[src/hdl/bsr_pkg.sv]
// Shared constants, command/status structs and state type for the bisection square root.
package bsr_pkg;

    localparam int FRAC_BITS = 16;
    localparam int MAX_STEPS = 40;

    localparam int DATA_W   = 32;
    localparam int STEP_W   = 6;
    localparam int SQ_W     = 2 * DATA_W;
    localparam int S_TDATA_W = 32;
    localparam int M_TDATA_W = 40;

    localparam logic [DATA_W-1:0] ONE_FIXED = DATA_W'(1) << FRAC_BITS;
    localparam logic [STEP_W-1:0] STEP_LAST = STEP_W'(MAX_STEPS - 1);

    typedef enum logic [1:0] {
        ST_IDLE,
        ST_SQUARE,
        ST_CHECK,
        ST_FINISH
    } bsr_state_t;

    typedef struct packed {
        logic load;
        logic square;
        logic step;
        logic publish;
    } bsr_cmd_t;

    typedef struct packed {
        logic trivial;
        logic hit;
        logic at_cap;
        logic out_free;
    } bsr_status_t;

endpackage

[src/hdl/bsr_ctrl.sv]
// Controller state machine that sequences load, square, check and publish.
module bsr_ctrl (
    input  logic                 aclk,
    input  logic                 aresetn,
    input  logic                 s_axis_tvalid,
    output logic                 s_axis_tready,
    input  bsr_pkg::bsr_status_t status,
    output bsr_pkg::bsr_cmd_t    cmd
);

    bsr_pkg::bsr_state_t state_reg;
    bsr_pkg::bsr_state_t state_next;
    logic                done;

    assign done = status.trivial | status.hit | status.at_cap;

    always_ff @(posedge aclk) begin
        if (!aresetn) begin
            state_reg <= bsr_pkg::ST_IDLE;
        end else begin
            state_reg <= state_next;
        end
    end

    always_comb begin
        state_next = state_reg;
        unique case (state_reg)
            bsr_pkg::ST_IDLE: begin
                if (s_axis_tvalid) begin
                    state_next = bsr_pkg::ST_SQUARE;
                end
            end
            bsr_pkg::ST_SQUARE: begin
                state_next = bsr_pkg::ST_CHECK;
            end
            bsr_pkg::ST_CHECK: begin
                if (done) begin
                    state_next = bsr_pkg::ST_FINISH;
                end else begin
                    state_next = bsr_pkg::ST_SQUARE;
                end
            end
            bsr_pkg::ST_FINISH: begin
                if (status.out_free) begin
                    state_next = bsr_pkg::ST_IDLE;
                end
            end
            default: begin
                state_next = bsr_pkg::ST_IDLE;
            end
        endcase
    end

    always_comb begin
        cmd           = '0;
        s_axis_tready = 1'b0;
        unique case (state_reg)
            bsr_pkg::ST_IDLE: begin
                s_axis_tready = 1'b1;
                cmd.load      = s_axis_tvalid;
            end
            bsr_pkg::ST_SQUARE: begin
                cmd.square = 1'b1;
            end
            bsr_pkg::ST_CHECK: begin
                cmd.step = !done;
            end
            bsr_pkg::ST_FINISH: begin
                cmd.publish = status.out_free;
            end
            default: begin
                cmd = '0;
            end
        endcase
    end

endmodule

[src/hdl/bsr_dp.sv]
// Datapath: interval registers, squaring multiplier, error compare and output register.
module bsr_dp (
    input  logic                             aclk,
    input  logic                             aresetn,
    input  logic                             cfg_we,
    input  logic [31:0]                      cfg_wdata,
    input  logic [bsr_pkg::S_TDATA_W-1:0]    s_axis_tdata,
    output logic                             m_axis_tvalid,
    input  logic                             m_axis_tready,
    output logic [bsr_pkg::M_TDATA_W-1:0]    m_axis_tdata,
    input  bsr_pkg::bsr_cmd_t                cmd,
    output bsr_pkg::bsr_status_t             status
);

    logic [bsr_pkg::DATA_W-1:0] eps_reg;
    logic [bsr_pkg::DATA_W-1:0] value_reg, value_next;
    logic [bsr_pkg::DATA_W-1:0] lo_reg, lo_next;
    logic [bsr_pkg::DATA_W-1:0] hi_reg, hi_next;
    logic [bsr_pkg::DATA_W-1:0] mid_reg, mid_next;
    logic [bsr_pkg::SQ_W-1:0]   sq_reg, sq_next;
    logic [bsr_pkg::STEP_W-1:0] step_reg, step_next;

    logic [bsr_pkg::DATA_W-1:0] root_reg, root_next;
    logic [bsr_pkg::STEP_W-1:0] steps_reg, steps_next;
    logic                       conv_reg, conv_next;
    logic                       valid_reg, valid_next;

    logic [bsr_pkg::DATA_W-1:0] in_value;
    logic [bsr_pkg::DATA_W-1:0] load_hi;
    logic [bsr_pkg::SQ_W-1:0]   value_scaled;
    logic [bsr_pkg::SQ_W-1:0]   eps_scaled;
    logic [bsr_pkg::SQ_W-1:0]   err;
    logic                       sq_below;
    logic                       trivial;
    logic                       hit;
    logic [bsr_pkg::DATA_W:0]   mid_sum;

    assign in_value = s_axis_tdata[bsr_pkg::DATA_W-1:0];
    assign load_hi  = (in_value < bsr_pkg::ONE_FIXED) ? bsr_pkg::ONE_FIXED : in_value;

    // Square, value and tolerance all sit at 2*FRAC_BITS fraction bits, so the compare is exact.
    assign value_scaled = bsr_pkg::SQ_W'(value_reg) << bsr_pkg::FRAC_BITS;
    assign eps_scaled   = bsr_pkg::SQ_W'(eps_reg) << bsr_pkg::FRAC_BITS;
    assign sq_below     = sq_reg < value_scaled;
    assign err          = sq_below ? (value_scaled - sq_reg) : (sq_reg - value_scaled);
    assign hit          = err <= eps_scaled;
    assign trivial      = (value_reg == '0) || (value_reg == bsr_pkg::ONE_FIXED);

    assign status.trivial  = trivial;
    assign status.hit      = hit;
    assign status.at_cap   = step_reg == bsr_pkg::STEP_LAST;
    assign status.out_free = !valid_reg || m_axis_tready;

    always_comb begin
        value_next = value_reg;
        lo_next    = lo_reg;
        hi_next    = hi_reg;
        mid_next   = mid_reg;
        step_next  = step_reg;
        sq_next    = sq_reg;
        mid_sum    = '0;
        if (cmd.load) begin
            value_next = in_value;
            lo_next    = '0;
            hi_next    = load_hi;
            mid_next   = load_hi >> 1;
            step_next  = '0;
        end
        if (cmd.square) begin
            sq_next = bsr_pkg::SQ_W'(mid_reg) * bsr_pkg::SQ_W'(mid_reg);
        end
        if (cmd.step) begin
            if (sq_below) begin
                lo_next = mid_reg;
                mid_sum = {1'b0, mid_reg} + {1'b0, hi_reg};
            end else begin
                hi_next = mid_reg;
                mid_sum = {1'b0, lo_reg} + {1'b0, mid_reg};
            end
            mid_next  = mid_sum[bsr_pkg::DATA_W:1];
            step_next = step_reg + 1'b1;
        end
    end

    always_comb begin
        root_next  = root_reg;
        steps_next = steps_reg;
        conv_next  = conv_reg;
        valid_next = valid_reg && !m_axis_tready;
        if (cmd.publish) begin
            valid_next = 1'b1;
            if (trivial) begin
                root_next  = value_reg;
                steps_next = '0;
                conv_next  = 1'b1;
            end else begin
                root_next  = mid_reg;
                steps_next = step_reg;
                conv_next  = hit;
            end
        end
    end

    always_ff @(posedge aclk) begin
        if (!aresetn) begin
            eps_reg   <= 32'd6554;
            valid_reg <= 1'b0;
        end else begin
            if (cfg_we) begin
                eps_reg <= cfg_wdata;
            end
            valid_reg <= valid_next;
        end
    end

    always_ff @(posedge aclk) begin
        value_reg <= value_next;
        lo_reg    <= lo_next;
        hi_reg    <= hi_next;
        mid_reg   <= mid_next;
        sq_reg    <= sq_next;
        step_reg  <= step_next;
        root_reg  <= root_next;
        steps_reg <= steps_next;
        conv_reg  <= conv_next;
    end

    assign m_axis_tvalid = valid_reg;
    assign m_axis_tdata  = {1'b0, conv_reg, steps_reg, root_reg};

endmodule

[src/hdl/bisection_square_root.sv]
// An input word loops through squaring and check until it converges, is trivial or reaches the step cap.
// Values 0 and 1.0 are settled at the first check; the cap is the step index MAX_STEPS-1.
// Each bisection step is the 32x32 squaring in ST_SQUARE, then compare and update in ST_CHECK.
// One word at a time: s_axis_tready stays low until the result is written to the output register.
// A finished result waits in the output register while the next input is being worked on.
// Reset (aresetn low, synchronous): controller idle, output empty, epsilon back to 6554.
module bisection_square_root (
    input  logic                             aclk,
    input  logic                             aresetn,
    input  logic                             cfg_we,
    input  logic [31:0]                      cfg_wdata,
    input  logic                             s_axis_tvalid,
    output logic                             s_axis_tready,
    // value[31:0]
    input  logic [bsr_pkg::S_TDATA_W-1:0]    s_axis_tdata,
    output logic                             m_axis_tvalid,
    input  logic                             m_axis_tready,
    // root[31:0], steps[37:32], converged[38], zero pad[39]
    output logic [bsr_pkg::M_TDATA_W-1:0]    m_axis_tdata
);

    bsr_pkg::bsr_cmd_t    cmd;
    bsr_pkg::bsr_status_t status;

    bsr_ctrl u_ctrl (
        .aclk          (aclk),
        .aresetn       (aresetn),
        .s_axis_tvalid (s_axis_tvalid),
        .s_axis_tready (s_axis_tready),
        .status        (status),
        .cmd           (cmd)
    );

    bsr_dp u_dp (
        .aclk          (aclk),
        .aresetn       (aresetn),
        .cfg_we        (cfg_we),
        .cfg_wdata     (cfg_wdata),
        .s_axis_tdata  (s_axis_tdata),
        .m_axis_tvalid (m_axis_tvalid),
        .m_axis_tready (m_axis_tready),
        .m_axis_tdata  (m_axis_tdata),
        .cmd           (cmd),
        .status        (status)
    );

endmodule

[config.mk]
export PLATFORM = sky130hd
export DESIGN_NAME = bisection_square_root
export DESIGN_NICKNAME = d
export VERILOG_FILES = /design/src/hdl/bsr_pkg.sv /design/src/hdl/bsr_ctrl.sv /design/src/hdl/bsr_dp.sv /design/src/hdl/bisection_square_root.sv
export SDC_FILE = /design/constraint.sdc
export NUM_CORES = 2
export LEC_CHECK = 0
export ABC_CLOCK_PERIOD_IN_PS = 10700
export BUFFER_PORTS_ARGS = -buffer_cell sky130_fd_sc_hd__buf_4
export CAP_MARGIN = 20
export CORE_MARGIN = 2
export CORE_UTILIZATION = 50
export CTS_CLUSTER_DIAMETER = 50
export DETAILED_ROUTE_END_ITERATION = 8
export GPL_ROUTABILITY_DRIVEN = 0
export HOLD_SLACK_MARGIN = 0.03
export PLACE_DENSITY_LB_ADDON = 0.1
export RECOVER_POWER = 25
export SETUP_SLACK_MARGIN = 0.15
export SLEW_MARGIN = 20
export SYNTH_ARGS = -nofsm -noshare
export SYNTH_HDL_FRONTEND = slang
export SYNTH_SLANG_ARGS = --single-unit
[constraint.sdc]
create_clock -name aclk -period 10.7 [get_ports aclk]
set_clock_uncertainty 0.2 [all_clocks]
set_input_delay 1.07 -clock aclk [delete_from_list [all_inputs] [get_ports aclk]]
set_output_delay 1.07 -clock aclk [all_outputs]
set_load 0.01 [all_outputs]
==> flow_metrics.env <==
export IMPL_status="complete, but fails checks"
export IMPL_violations="capacitance limit, slew limit"
export IMPL_cp_slowest_cell="inv_1"
export IMPL_end_kind="register"
export IMPL_min_period_ns=9.61
export IMPL_slew_violations=64
export IMPL_rsz0062_at_grt="false"
export IMPL_detail_route_iter0_violations=3416
export IMPL_vias=35600
export IMPL_synth_avg_cell_area_um2=9.07
export IMPL_start_util_pct=50.2
export IMPL_yosys_top_cells_area="fa_1 35%, ha_1 12%, edfxtp_1 11%, inv_1 9.1%, nand2_1 4.5%"
export IMPL_dp_hpwl_um=117000
export IMPL_yosysSeqAreaShare_pct=15.6
export IMPL_clockBufferDepth=3
export IMPL_synth_area_um2=45900
export IMPL_ys_ff_latch=271
export IMPL_fp_coreArea_um2=91400
export IMPL_setup_viol=0
export IMPL_syn_inst=5062
export IMPL_synth_most_common_cell="inv_1"
export IMPL_nNetsFinal=6387
export IMPL_hold_viol=0
export IMPL_antenna_found_initial=3
export IMPL_place_area_um2=48200
export IMPL_max_stage_delay_ns=0.75
export IMPL_largest_reg_flops=63
export IMPL_post_cts_buffers=0
export IMPL_grt_pass1_wl_um=221000
export IMPL_grtUsageTotal_pct=31.6
export IMPL_drtAntennaViolNets=0
export IMPL_synthesis_nets=6350
export IMPL_design_area_um2=49200
export IMPL_worstMarginPinSlew_ns=3.57
export IMPL_multi_input_area_um2=33800
export IMPL_cts_htree_levels=2
export IMPL_viasPerCell=5.63
export IMPL_slew_limit_headroom_pct=-138
export IMPL_yosysTopAreaCellShare_pct=34.6
export IMPL_drive_above_1_share_pct=5.46
export IMPL_synth_async_reset_ratio_pct=0
export IMPL_cp_data_arrival_time_ns=9.74
export IMPL_setup_tns_ns=0
export IMPL_path_max_fanout=13
export IMPL_worst_ep_required_time_ns=10.84
export IMPL_yosys_cell_types_count=80
export IMPL_clock_latency_ns=0.59
export IMPL_die_y_um=307
export IMPL_ios=111
export IMPL_synth_common_cells="1108 x inv_1, 794 x fa_1, 545 x nand2_1"
export IMPL_seqCellArea_um2=7150
export IMPL_yosys_most_used_dff="edfxtp_1"
export IMPL_cap_violations=1
export IMPL_hold_path_class="register to register"
export IMPL_die_area_um2=94300
export IMPL_cpMostUsedCell="fa_1"
export IMPL_cts_resized=0
export IMPL_ys_warnings_count=0
export IMPL_root_buffer="clkbuf_16"
export IMPL_port_buffer_count=109
export IMPL_critPathKind="register to register"
export IMPL_cts_made_buffers=34
export IMPL_reg2reg_depth=28
export IMPL_grt_max_degree=66
export IMPL_first_pass_iters=7
export IMPL_wirelength_um=147000
export IMPL_holdPathStages=2
export IMPL_antenna_cells=0
export IMPL_cts_hold_buf=0
export IMPL_fp_dieW_um=307
export IMPL_wl_per_cell_um=23.3
export IMPL_area_growth_syn_to_layout_pct=7.23
export IMPL_worstSetupStartpointType="register"
export IMPL_finalCritPeriodShare_pct=89.8
export IMPL_route_detailed_drc=0
export IMPL_numClockSinks=271
export IMPL_fillers=8510
export IMPL_rows=111
export IMPL_clk_pin_slew_ns=0.07
export IMPL_synth_area_leader_cell="fa_1"
export IMPL_synth_edf_count=172
export IMPL_gr_total_overflow=0
export IMPL_cts_tree="yes"
export IMPL_fmax_mhz=104
export IMPL_grt_pass1_vias=35700
==> final timing paths <==
check | slack (ns) | endpoint | start
worst max-delay path | 1.09 | u_dp.sq_reg[62] | u_dp.mid_reg[16]
worst min-delay path | 0.26 | u_dp.lo_reg[26] | u_dp.lo_reg[26]
worst max register to register | 1.09 | u_dp.sq_reg[62] | u_dp.mid_reg[16]
worst min register to register | 0.26 | u_dp.lo_reg[26] | u_dp.lo_reg[26]
==> metal layers <==
layer	routed length (um)	GRT usage, %
met1	63500	45.2
met2	66900	50.4
met3	12500	4.60
met4	4330	8.15
met5	0	0
==> through the flow <==
step	instances	worst slack [ns]	hold slack [ns]	util, %
3_5_place_dp	6249	1.21	0.254	52.7
2_1_floorplan	5062	2.12	0.239	-
5_1_grt	6311	0.653	0.281	53.9
3_3_place_gp	6249	1.34	0.246	52.7
4_1_cts	6311	1.18	0.263	54.0
6_report	6311	1.09	0.264	53.9
==> critical path, delay by kind of cell, from the launching register on <==
kind / cells / cell delay [ns]
fa+ha+maj: 9 / 4.38
xor+xnor: 1 / 0.15
simple gates: 4 / 0.70
buf+inv: 5 / 1.43
flops: 1 / 0.39
compound gates: 9 / 2.09
==> kinds of logic (layout without fill, tap and decap cells) <==
group | count (synthesis) | in the layout | share of synthesized area, %
DFF | 271 | 271 | 15.6
AOI/OAI and AO/OA | 651 | 651 | 8.88
xor gates and xnor gates | 174 | 174 | 3.32
and+or+nand+nor | 1295 | 1295 | 12.2
adders and majority gates | 1219 | 1219 | 46.2
muxes | 134 | 134 | 2.96
other | 1 | 1 | 0.00817
buffers and inverters | 1317 | 1380 | 10.9
==> cells in the final DEF, fill, tap and decap left out, types with 14 or more instances in the layout <==
cell type  netlist  routed
xor2_1          71      71
o211ai_1        23      23
nand2b_1        15      15
ha_1           425     425
nor4_1          28      28
o21ai_0        141     141
nor2_1         449     447
dfxtp_1         99      99
mux2i_1        121     121
nand3_1         34      34
fa_1           794     794
a21o_1          70      70
o31ai_1         14      14
nor3_1          38      38
and2_1          15      14
o21bai_1        29      29
edfxtp_1       172     172
inv_1         1108    1108
a31oi_1         26      26
a21oi_1        214     214
a211oi_1        19      19
clkbuf_1       151      36
nand2_1        545     543
nor2b_1         49      48
o21a_1          21      21
or3_1           17      17
buf_4            9     164
xnor2_1        103     103
nand4_1         43      43
clkbuf_16        0      37
==> final cells by class <==
cell class | count | share of cell area [%]
Sequential cell | 271 | 14.5
Inverter | 1118 | 8.52
Tap cell | 1186 | 3.01
Multi-Input combinational cell | 3474 | 68.7
Timing Repair Buffer | 200 | 2.81
Clock inverter | 22 | 0.524
Clock buffer | 40 | 1.94
Power is not shown: default switching activity piles up to over one toggle a cycle in this logic, so the estimate is an artifact.
